===== src/hdl/igs_pkg.sv =====
package igs_pkg;

  typedef enum logic {
    OP_WRITE  = 1'b0,
    OP_SAMPLE = 1'b1
  } igs_op_t;

  localparam logic [31:0] ONE_Q31 = 32'h8000_0000;
  localparam logic [63:0] ONE_Q32 = 64'h0000_0001_0000_0000;

  typedef struct packed {
    igs_op_t     op;
    logic [2:0]  dim_index;
    logic [5:0]  bin_select;
    logic [31:0] boundary;
    logic [31:0] random;
    logic        last_dim;
  } igs_item_t;

  typedef struct packed {
    logic [31:0] sample_coord;
    logic [5:0]  bin_index;
    logic [63:0] weight;
    logic        event_done;
  } igs_result_t;

endpackage


===== src/hdl/igs_front.sv =====
module igs_front #(
  parameter int DIMS = 8,
  parameter int BINS = 64,
  localparam int BW = $clog2(BINS),
  localparam int AW = $clog2(DIMS * BINS),
  localparam int EW = 36 + BW + 2 * AW
) (
  input  logic                 clk,
  input  logic                 rst,
  input  logic                 push,
  output logic                 full,
  input  igs_pkg::igs_item_t   item,
  output logic                 q_push,
  input  logic                 q_full,
  output logic [EW-1:0]        q_data
);

  typedef struct packed {
    igs_pkg::igs_op_t op;
    logic             dim0;
    logic             last;
    logic             clamp;
    logic [BW-1:0]    bin;
    logic [31:0]      data;
    logic [AW-1:0]    addr_hi;
    logic [AW-1:0]    addr_lo;
  } entry_t;

  logic            valid;
  entry_t          ent;
  entry_t          ent_next;
  logic            accept;
  logic            keep;
  logic            dim_ok;
  logic            bin_ok;
  logic [31:0]     u;
  logic [31+BW:0]  scaled;
  logic [BW-1:0]   bin;
  logic [AW+2:0]   base;
  logic [AW+2:0]   addr;

  assign full   = valid && q_full;
  assign accept = push && !full;
  assign q_push = valid && !q_full;
  assign q_data = ent;

  always_comb begin
    dim_ok = 6'(item.dim_index) < 6'(DIMS);
    bin_ok = 11'(item.bin_select) < 11'(BINS);
    u      = ~item.random + 32'd1;
    scaled = (32 + BW)'(u) * (32 + BW)'(BINS);
    ent_next      = '0;
    ent_next.op   = item.op;
    ent_next.dim0 = item.dim_index == 3'd0;
    ent_next.last = item.last_dim;
    if (item.op == igs_pkg::OP_SAMPLE) begin
      keep           = dim_ok;
      ent_next.clamp = item.random == '0;
      bin            = ent_next.clamp ? BW'(BINS - 1) : scaled[31+BW:32];
      ent_next.data  = scaled[31:0];
    end else begin
      keep           = dim_ok && bin_ok;
      ent_next.clamp = 1'b0;
      bin            = BW'(item.bin_select);
      ent_next.data  = (item.boundary > igs_pkg::ONE_Q31) ? igs_pkg::ONE_Q31 : item.boundary;
    end
    ent_next.bin     = bin;
    base             = (AW + 3)'(item.dim_index) * (AW + 3)'(BINS);
    addr             = base + (AW + 3)'(bin);
    ent_next.addr_hi = addr[AW-1:0];
    ent_next.addr_lo = (bin == '0) ? addr[AW-1:0] : addr[AW-1:0] - AW'(1);
  end

  always_ff @(posedge clk) begin
    if (rst) begin
      valid <= 1'b0;
    end else if (accept) begin
      valid <= keep;
    end else if (q_push) begin
      valid <= 1'b0;
    end
  end

  always_ff @(posedge clk) begin
    if (accept) begin
      ent <= ent_next;
    end
  end

endmodule


===== config.mk =====
export PLATFORM = sky130hd
export DESIGN_NAME = igs_front
export DESIGN_NICKNAME = d
export VERILOG_FILES = /design/src/hdl/igs_pkg.sv /design/src/hdl/igs_front.sv
export SDC_FILE = /design/constraint.sdc
export NUM_CORES = 1
export LEC_CHECK = 0
export BUFFER_PORTS_ARGS = -buffer_cell sky130_fd_sc_hd__buf_4
export CORE_UTILIZATION = 45
export DETAILED_ROUTE_END_ITERATION = 7
export GPL_TIMING_DRIVEN = 0
export PLACE_DENSITY_LB_ADDON = 0.1
export SYNTH_ARGS = -nofsm -noshare
export SYNTH_HDL_FRONTEND = slang
export SYNTH_SLANG_ARGS = --single-unit

===== constraint.sdc =====
create_clock -name clk -period 6.06 [get_ports clk]
set_input_delay 1.212 -clock clk [delete_from_list [all_inputs] [get_ports clk]]
set_output_delay 1.212 -clock clk [all_outputs]
set_load 0.005 [all_outputs]

Word level (Yosys, flattened, before mapping) --
Index checks and enable logic that the tools add are counted.
Storage, ports and cells: register bits 61, input bits 79, output and inout bits 62, word-level logic and storage cells 32
Operators by class: $add $sub $neg 3, magnitude comparators 1, muxes and demuxes 7, bitwise operators 1, reductions and logical operators 10
Operator list (number):
- $mux 32 | 2
- $add 32x1->32 const B | 1
- $gt 32x32->1 const B | 1
- $logic_not 32->1 | 1
- $not 32->32 | 1
- $mux 6 | 2
- $add 9x6->9 | 1
- $mux 9 | 1
- $sub 9x1->9 const B | 1
- $logic_not 6->1 | 1
- $logic_and 1x1->1 | 3
- $logic_not 3->1 | 1
- $logic_not 1->1 | 2
- $mux 1 | 2
- $reduce_bool 2->1 | 1
- $reduce_or 2->1 | 1

Longest topological paths before layout --
depth in word-level cells 7, mapped depth 14, gate-level depth less buffers 13

Worst setup path after synthesis --
Ideal clock, no wire load.
kind in2reg, from input port q_full, to register ent (netlist bit q_data[0]), enable pin, setup time 472 ps, arrival time 3818 ps, data required time 5588 ps, slack 1770 ps, stages 2, buffers on the path 0, cell sequence and2_1 nor2b_1
On the way: word-level cells in the longest chain between the ends 3
Ends and longest elaborated chain:
- from (decl) | line igs_front.sv:14 | input logic q_full,
- $logic_and 1x1->1 | line igs_front.sv:42 | assign full = valid && q_full;
- $logic_not 1->1 | line igs_front.sv:43 | assign accept = push && !full;
- $logic_and 1x1->1 | line igs_front.sv:43
- named net accept | line igs_front.sv:32 | logic accept;
- to (signal assigned) | line igs_front.sv:86 | ent <= ent_next;
- to (decl) | line igs_front.sv:30 | entry_t ent;
The timed path passes the listed nets, and every way through them passes these cells. A chain may end at the register's enable or synchronous reset.

==> flow_summary.ini <==
[synthesis]
synth_most_common_cell = edfxtp_1
syn-cell-area_um2 = 3207
ys_warn_count = 0
synth_top_cell_by_area = edfxtp_1
ys_top_cells_by_area = edfxtp_1, xor2_1, nand2_1, xnor2_1, o21ai_0
syn_nets = 365
ys_ff_latch = 55
postSynthCellCount = 283
synthArstFlopShare_pct = 0
yosys-top-cells-count = edfxtp_1, nand2_1, o21ai_0
synth-edff-count = 54
synth_top_area_share_pct = 50.57
synth_cell_types = 53
yosysSeqAreaShare_pct = 51.19
syn_avg_cell_area_um2 = 11.33
synth_flop_cell = edfxtp_1

[floorplan]
top_level_ports = 141
die_h_um = 86.42
core_area_um2 = 6832
die_w_um = 86.42
rows = 30
die-area_um2 = 7468
start_util_pct = 46.94

[timing]
finalHoldViolCount = 0
fin_crit_sh_pct = 64.10
tightest_slew_ns = 0.6356
post-route-min-period_ns = 3.885
maxSlewViolCount = 0
hold_slack_ns = 0.6814
skew_ns = 0.01029
tns_ns = 0
relSlewSlack_pct = 57.24
setup_violations = 0
fmax_mhz = 257.4
rsz0062_at_grt = no
final.setup.worst_slack_ns = 2.175

[power_and_ir_drop]
peakVddDrop_v = 0.00008921
leakagePower_nw = 1.803
p_total_mw = 0.8558
p_per_area_nw_per_um2 = 190.3

[critical_path]
r2r_start = valid
crit_path_max_fanout = 7
worstPathArrival_ns = 3.94
rr_worst_depth = 3
start_kind = input pin
cp_data_required_time_ns = 6.12
timing.rr.end = q_data[56]
end_kind = register
rrSetupSlack_ns = 4.45
path_class = input pin to register

[clocking]
cts_tree = done
clkTransAtPathRegs_ns = 0.09
cts_max_path_buffers = 2
cts_buffers = 5
clk_latency_ns = 0.31
cts_max_level = 2
holdBufCountCts = 0
cts_resized = 0
ctsRootBufferMaster = clkbuf_8
cts_setup_buffers = 0
numClockSinks = 55

[min_path]
hold_path_class = register to register
holdCritStartpoint = valid
hold_end = valid
holdPathStages = 3

[cells_and_area]
multi_input_area_um2 = 1451
drive_above_1_share_pct = 41.44
nFillCells = 584
fin_cells = 528
antenna_cells = 0
design_area_um2 = 4497
area.sequential_um2 = 1642
fin_nets = 513
area_growth_pct = 40.23
fin_util_pct = 65.82

[routing]
vias = 2720
wl_per_cell_um = 15.49
first_iter_violations = 103
routed_wirelength_mm = 8.180
viasPerCell = 5.152
firstDrtPassIters = 4
detail-route-antenna-nets = 0
drc = 0

[global_routing]
grt_pass1_wl_mm = 12.48
grt.total_usage_pct = 21.87
grt_pass1_vias = 2574
grt_max_degree = 35
grt.overflow.total = 0
grt_antenna_before_repair = 0

[placement]
place_area_um2 = 4405
pre_cts_ws_ns = 1.867
dp.cells = 520
port-buffer-count = 140
gp_congestion = 0.8434
hpwl_mm = 6.471

[status]
status = complete, no violations

[flow_run]
maxCapViolations = 0
## routing by layer
layer / GRT usage (%) / wire length (µm)
met4: 6.364 / 50
met3: 3.810 / 533
met1: 28.61 / 3621
met2: 37.30 / 3975
met5: 0 / 0
## cells by family after synthesis
| kind of cell | count (synthesis) | share of synthesized area [%] |
|---|---|---|
| AOI/OAI and AO/OA | 45 | 9.637 |
| xor gates and xnor gates | 27 | 7.374 |
| adders and majority gates | 3 | 1.171 |
| buffers and inverters | 25 | 3.784 |
| DFF | 55 | 51.19 |
| muxes | 5 | 1.639 |
| and+or+nand+nor | 123 | 25.20 |
## sequential cells by signal, indices dropped and copies added (netlist names)
| name | count |
|---|---|
| valid | 1 |
| q_data | 54 |
## report_power, final
part           internal (mW)  leakage (nW)  switching (mW)
sequential             0.451         0.538         0.00758
clock                 0.0926        0.0482           0.119
combinational          0.100          1.22          0.0858
total                  0.644          1.80           0.212
## how the worst max path moves through the flow
stage / startpoint / end / slack [ns] / depth (start not counted)
3_3_place_gp: q_full / q_data[24] / 0.66 / 3
3_5_place_dp: item[1] / q_data[8] / 1.87 / 14
6_report: item[1] / q_data[8] / 2.18 / 14
4_1_cts: item[1] / q_data[8] / 2.20 / 14
2_1_floorplan: q_full / q_data[0] / 1.77 / 2
5_1_grt: item[1] / q_data[8] / 1.91 / 14
## layout make-up
class                           count  share of cell area [%]
Timing Repair Buffer              141                   23.82
Tap cell                           96                   2.671
Sequential cell                    55                   36.51
Multi-Input combinational cell    203                   32.28
Inverter                           10                  0.8347
Clock buffer                        7                   1.920
Buffer                             15                   1.864
Clock inverter                      1                  0.1113
## worst max-delay path, cell delays in order
cell,delay [ns]
buf_4,0.12
inv_1,0.06
ha_1,0.17
nor3b_2,0.38
and2_1,0.27
nand4_1,0.14
nor3_2,0.36
a211o_1,0.15
buf_2,0.19
inv_1,0.08
ha_1,0.23
a21oi_1,0.23
nand4_1,0.17
xnor2_1,0.15
## placed cells by master, fill, tap and decap left out, drive strengths merged, types with 3 or more instances in the layout
cell,n
o21ai,21
and2,9
a32o,4
nand4,8
nor3b,3
buf,150
nor3,10
nand2,32
or3,3
or4,5
nor2,19
nand3,3
a211o,3
ha,3
mux2i,3
edfxtp,54
inv,10
clkbuf,13
a22o,4
o31ai,3
xor2,14
nor2b,4
nor4,19
xnor2,13
(Power assumes the default switching activity.)
