<file path="src/hdl/igs_queue.sv">
module igs_queue #(
  parameter int WIDTH = 8,
  parameter int DEPTH = 4,
  localparam int PW = $clog2(DEPTH),
  localparam int CW = $clog2(DEPTH + 1)
) (
  input  logic             clk,
  input  logic             rst,
  input  logic             push,
  input  logic [WIDTH-1:0] wr_data,
  input  logic             pop,
  output logic [WIDTH-1:0] rd_data,
  output logic             full,
  output logic             empty
);

  logic [WIDTH-1:0] mem [DEPTH];
  logic [PW-1:0]    wr_ptr;
  logic [PW-1:0]    rd_ptr;
  logic [CW-1:0]    count;

  assign full    = count == CW'(DEPTH);
  assign empty   = count == '0;
  assign rd_data = mem[rd_ptr];

  always_ff @(posedge clk) begin
    if (rst) begin
      wr_ptr <= '0;
      rd_ptr <= '0;
      count  <= '0;
    end else begin
      if (push) begin
        wr_ptr <= (wr_ptr == PW'(DEPTH - 1)) ? '0 : wr_ptr + 1'b1;
      end
      if (pop) begin
        rd_ptr <= (rd_ptr == PW'(DEPTH - 1)) ? '0 : rd_ptr + 1'b1;
      end
      if (push && !pop) begin
        count <= count + 1'b1;
      end else if (!push && pop) begin
        count <= count - 1'b1;
      end
    end
  end

  always_ff @(posedge clk) begin
    if (push) begin
      mem[wr_ptr] <= wr_data;
    end
  end

endmodule

</file>
<file path="config.mk">
export PLATFORM = sky130hd
export DESIGN_NAME = igs_queue
export DESIGN_NICKNAME = d
export VERILOG_FILES = /design/src/hdl/igs_queue.sv
export SDC_FILE = /design/constraint.sdc
export NUM_CORES = 1
export LEC_CHECK = 0
export CORE_AREA = 2 2 53 74
export CTS_CLUSTER_DIAMETER = 150
export DETAILED_ROUTE_END_ITERATION = 16
export DIE_AREA = 0 0 55 76
export DONT_BUFFER_PORTS = 1
export GPL_ROUTABILITY_DRIVEN = 0
export HOLD_SLACK_MARGIN = 0.12
export MAX_ROUTING_LAYER = met4
export PLACE_DENSITY = 0.57
export SETUP_SLACK_MARGIN = 0.2
export SYNTH_ARGS = -nofsm -noshare
export SYNTH_HDL_FRONTEND = slang
export SYNTH_SLANG_ARGS = --single-unit
</file>
<file path="constraint.sdc">
create_clock -name clk -period 2.7 [get_ports clk]
set_input_delay 0.405 -clock clk [delete_from_list [all_inputs] [get_ports clk]]
set_output_delay 0.405 -clock clk [all_outputs]
set_load 0.01 [all_outputs]
</file>
== Word level (Yosys, flattened, before mapping) ==
Memory sizes are Yosys's and may differ from the RTL's. A register that Yosys moved wholly into a read port is not among the register bits.
Cells that the tools add are included.
Storage, ports and cells
  register bits after elaboration: 7
  latch bits: 0
  RAM bits: 32
  bits in read-only memories: 0
  output and inout port bits: 10
  logic and storage cells: 25
  memories kept: 1
Operators by class
  add/subtract/negate cells: 4
  multipliers: 0
  div/mod/pow operators: 0
  $lt $le $gt $ge: 0
  eq/ne operators: 3
  shifts and indexed selects: 0
  multiplexer cells: 8
  bitwise gates (word level): 0
  reductions and logical operators: 6
Memories
  mem: words 4, width 8, read ports 1, clocked after Yosys merged registers in 1, write ports 1, line 17  | logic [WIDTH-1:0] mem [DEPTH];
Operators by type and width (number)
  $mux W2: 4
  $mux W3: 2
  $add A2 B1 Y2 const B: 2
  $eq A2 B2 Y1 const B: 2
  $add A3 B1 Y3 const B: 1
  $eq A3 B3 Y1 const B: 1
  $logic_not A3 Y1: 1
  $sub A3 B1 Y3 const B: 1
  $logic_and A1 B1 Y1: 2
  $logic_not A1 Y1: 2
  $mux W1: 2
  $reduce_bool A2 Y1: 1

== Longest topological paths before layout ==
  word-level depth: 4
  gate-level depth with buffers: 7
  depth with buffers taken out: 7

== Least setup slack after synthesis ==
OpenSTA, ideal clock, no wires.
  kind: input port to flip-flop
  from: in pop
  to: reg count[2]
  library setup time: 0.070 ns
  arrival time: 1.597 ns
  data required time: 2.630 ns
  setup slack: 1.033 ns
  cell stages on the path: 7
  cell sequence: inv_1 -> ha_1 -> inv_1 -> fa_1 -> xor2_1 -> or3_1 -> a21oi_1
Between the ends
  word-level cells in the longest chain between the ends: 3
RTL lines
  start, declared: line 11  | input logic pop,
  $logic_not A1 Y1: line 38  | if (push && !pop) begin
  $logic_and A1 B1 Y1: line 38
  $mux W3 or $reduce_bool A2 Y1 (tied branches)
  end signal, assigned: line 39  | count <= count + 1'b1;
  end signal, assigned: line 41  | count <= count - 1'b1;
  end, declared: line 20  | logic [CW-1:0] count;
Several ways; a longest one is shown, not always the timed one.
A chain may end at the register's enable or synchronous reset.

==> report_table.html <==
<table>
<tr><th>Metric</th><th>Value</th></tr>
<tr><th colspan="2">Routing</th></tr>
<tr><td>Wire length on met3</td><td>roughly 180 um</td></tr>
<tr><td>DR pass1 iterations</td><td>4</td></tr>
<tr><td>Number of DRC markers after the initial detailed-route iteration</td><td>16</td></tr>
<tr><td>Post-route antenna net violation count</td><td>0</td></tr>
<tr><td>Routed length on met1</td><td>approximately 860 um</td></tr>
<tr><td># DRC</td><td>0</td></tr>
<tr><td>Detail-routed net length per standard cell</td><td>between 15 and 20 um</td></tr>
<tr><td>Vias after detailed routing</td><td>700</td></tr>
<tr><td>Per-cell via count in the routed design</td><td>5.22</td></tr>
<tr><td>Met2 wire length</td><td>1170 um</td></tr>
<tr><td>Highest Signal Layer</td><td>met4</td></tr>
<tr><td>Detailed Route WL</td><td>2270 um</td></tr>
<tr><th colspan="2">Clock tree</th></tr>
<tr><td>Clock tree from TritonCTS</td><td>yes</td></tr>
<tr><td>Max clock buf depth</td><td>2</td></tr>
<tr><td>Hold buffer count at CTS</td><td>0</td></tr>
<tr><td>Insertion delay to the later sink of the worst-skew pair</td><td>a little under 0.3 ns</td></tr>
<tr><td># Post-CTS Setup Buffers</td><td>0</td></tr>
<tr><td>Clock-pin transition on the worst setup and hold timing paths</td><td>0.07 ns</td></tr>
<tr><td>Clock buffers created by TritonCTS</td><td>5</td></tr>
<tr><td>Total of cells resized after clock tree synthesis</td><td>0</td></tr>
<tr><td>Max H-tree Level</td><td>2</td></tr>
<tr><td>Master cell of the clock root buffer</td><td>sky130_fd_sc_hd__clkbuf_8</td></tr>
<tr><td>Sink Count</td><td>41</td></tr>
<tr><th colspan="2">Pwr</th></tr>
<tr><td>Worst VDD drop</td><td>0.431 mV</td></tr>
<tr><td>Power per unit of standard cell area</td><td>754 nW/um2</td></tr>
<tr><td>Post-layout total power</td><td>1.31 mW</td></tr>
<tr><td>Reported leakage power</td><td>0.602 nW</td></tr>
<tr><th colspan="2">STA</th></tr>
<tr><td>Layout Skew</td><td>~0.006 ns</td></tr>
<tr><td>Min Clock Period, post-route</td><td>1.99 ns</td></tr>
<tr><td>Setup repair after global routing missed its margin</td><td>false</td></tr>
<tr><td>Timing-limited maximum frequency</td><td>approximately 500 MHz</td></tr>
<tr><td>Worst-Margin Slew</td><td>0.560 ns</td></tr>
<tr><td>Final period util</td><td>73.8%</td></tr>
<tr><td>Endpoints failing setup</td><td>0</td></tr>
<tr><td>Total Neg Setup Slack</td><td>0 ns</td></tr>
<tr><td>Final slew viol count</td><td>0</td></tr>
<tr><td>Final hold viol count</td><td>0</td></tr>
<tr><td>Final setup slack of the worst path</td><td>slightly above 0.7 ns</td></tr>
<tr><td>Worst relative slew slack</td><td>62.6%</td></tr>
<tr><th colspan="2">Floorplanning</th></tr>
<tr><td>Row Count</td><td>26</td></tr>
<tr><td>Top-level port count</td><td>22</td></tr>
<tr><td>Placeable core area</td><td>3580 um2</td></tr>
<tr><td>Floorplan die area</td><td>between 4000 and 5000 um2</td></tr>
<tr><td>Starting utilization of the core area</td><td>about 45%</td></tr>
<tr><td>Die H</td><td>~76 um</td></tr>
<tr><td>Die X-Extent</td><td>55 um</td></tr>
<tr><th colspan="2">Critical path</th></tr>
<tr><td>Capturing element type of the critical path</td><td>primary output</td></tr>
<tr><td>Required arrival time at the worst endpoint</td><td>approximately 2.3 ns</td></tr>
<tr><td>Critical path class</td><td>flop to primary output</td></tr>
<tr><td>Worst path buffer plus inverter count</td><td>0</td></tr>
<tr><td>Signal arrival time at the worst endpoint</td><td>1.59 ns</td></tr>
<tr><td>Worst stage delay on the critical path</td><td>a little under 0.7 ns</td></tr>
<tr><td>Cell with the biggest individual delay on the critical path</td><td>sky130_fd_sc_hd__dfxtp_1</td></tr>
<tr><td>Sequence of cells on the critical path</td><td>mux4_2</td></tr>
<tr><td>Critical path's top delay family</td><td>flip-flops</td></tr>
<tr><td>Highest fanout seen on the critical path</td><td>8</td></tr>
<tr><td>Critical Path Start Type</td><td>flop</td></tr>
<tr><th colspan="2">Logic synthesis</th></tr>
<tr><td>Synth Cell Area</td><td>roughly 1600 um2</td></tr>
<tr><td>Post-synthesis sequential area ratio</td><td>a little under three quarters</td></tr>
<tr><td>Number of distinct standard cells referenced by the synthesized netlist</td><td>17</td></tr>
<tr><td>Number of warning messages in the yosys log</td><td>0</td></tr>
<tr><td>Count of state elements after synthesis</td><td>41</td></tr>
<tr><td>Cell count after synthesis</td><td>86</td></tr>
<tr><td>Number of nets in the synthesized netlist</td><td>105</td></tr>
<tr><td>Per-instance average area after synthesis</td><td>roughly 19 um2</td></tr>
<tr><th colspan="2">Global routing</th></tr>
<tr><td>Total congestion overflow after global routing</td><td>0</td></tr>
<tr><td>Antenna violations before repair</td><td>0</td></tr>
<tr><td>Largest net degree at the start of global routing</td><td>13</td></tr>
<tr><td>Number of global-route vias before repair</td><td>roughly 740</td></tr>
<tr><td>Wire length of the first global-routing pass</td><td>3650 um</td></tr>
<tr><td>Total track usage</td><td>a little over an eighth</td></tr>
<tr><th colspan="2">Cells and area</th></tr>
<tr><td>Total area of multi-input combinational cells</td><td>425 um2</td></tr>
<tr><td>Highest-count cells in the layout ignoring fill and taps</td><td>32 x sky130_fd_sc_hd__edfxtp_1, 9 x sky130_fd_sc_hd__dfxtp_1, 8 x sky130_fd_sc_hd__mux4_2</td></tr>
<tr><td>Net count reported at finish</td><td>110</td></tr>
<tr><td>Post-route cell area</td><td>1740 um2</td></tr>
<tr><td>Area Overhead vs Synth</td><td>8.93%</td></tr>
<tr><td>Antenna diodes</td><td>0</td></tr>
<tr><td>FF/Latch Area</td><td>~1100 um2</td></tr>
<tr><td>Most common library cell in the layout ignoring fill and taps</td><td>sky130_fd_sc_hd__edfxtp_1</td></tr>
<tr><td>Fillers</td><td>301</td></tr>
<tr><td>Share of final-layout standard cells stronger than drive strength 1</td><td>15.2%</td></tr>
<tr><th colspan="2">Place</th></tr>
<tr><td>Placed standard-cell area</td><td>approximately 1600 um2</td></tr>
<tr><td>Pre-CTS setup slack</td><td>about 0.95 ns</td></tr>
<tr><td>DP HPWL</td><td>1580 um</td></tr>
<tr><td>IO Port Bufs</td><td>0</td></tr>
<tr><th colspan="2">Worst hold path</th></tr>
<tr><td>Worst Hold Class</td><td>primary input to flop</td></tr>
<tr><th colspan="2">Run status</th></tr>
<tr><td>Result of the run</td><td>finished, final reports clean</td></tr>
<tr><th colspan="2">Run</th></tr>
<tr><td>Max-cap violation count</td><td>0</td></tr>
</table>
==> synthesized netlist by cell type, drive strengths merged <==
library cell  count  area [um2]
edfxtp           32         961
nor3              1        5.00
o21ai             1        5.00
xor2              2        17.5
a21oi             2        10.0
ha                6        75.1
fa                1        20.0
buf               1        11.3
clkbuf            1        5.00
nor2              7        26.3
mux4              8         180
inv               4        15.0
or3               1        6.26
mux2i             4        40.0
nor3b             2        15.0
and2              4        25.0
dfxtp             9         180
==> metal layers <==
layer / vias up / track usage [%]
met5: - / -
met4: 0 / 8.05
met3: 5 / 6.86
met2: 19 / 20.8
met1: 344 / 13.2
li1: 332 / -
==> cell type report <==
type / count / area share, %
Sequential cell: 41 / 65.6
Multi-Input combinational cell: 39 / 24.4
Clock buffer: 6 / 4.17
Tap cell: 42 / 3.02
Clock inverter: 2 / 1.94
Inverter: 4 / 0.863
==> cell families after synthesis <==
logic type	count (synthesis)	synth area share [%]
xor+xnor	2	1.10
fa+ha+maj	7	5.95
compound gates	3	0.939
buf+inv	6	1.96
flops	41	71.4
mux	12	13.8
simple gates	15	4.85
==> registers in the layout, summed over array words and instances, names as in the netlist, named ones only <==
name	cells
wr_ptr	2
count	3
rd_ptr	2
mem	32
==> metrics by stage <==
step | instances | util [%] | hold slack, ns
final | 134 | 48.6 | 0.183
after global routing | 134 | 48.6 | 0.162
after CTS | 134 | 48.6 | 0.169
after detailed placement | 126 | 45.7 | 0.478
after global placement | 126 | 45.7 | 0.477
after floorplan | 86 | - | 0.460
==> worst paths after layout <==
| kind | startpoint | end | slack, ns | cells past startpoint |
|---|---|---|---|---|
| max | flop | rd_data[6] | 0.71 | 1 |
| min | rst | count[2] | 0.18 | 1 |
| max reg2reg | count[0] | count[2] | 1.24 | 4 |
| min reg2reg | count[2] | count[2] | 0.51 | 2 |
==> power breakdown <==
part | internal, mW | switching, mW | total, mW
registers | 0.718 | 0.0268 | 0.745
clock network | 0.273 | 0.192 | 0.465
logic | 0.0500 | 0.0529 | 0.103
(Power assumes the default switching activity.)
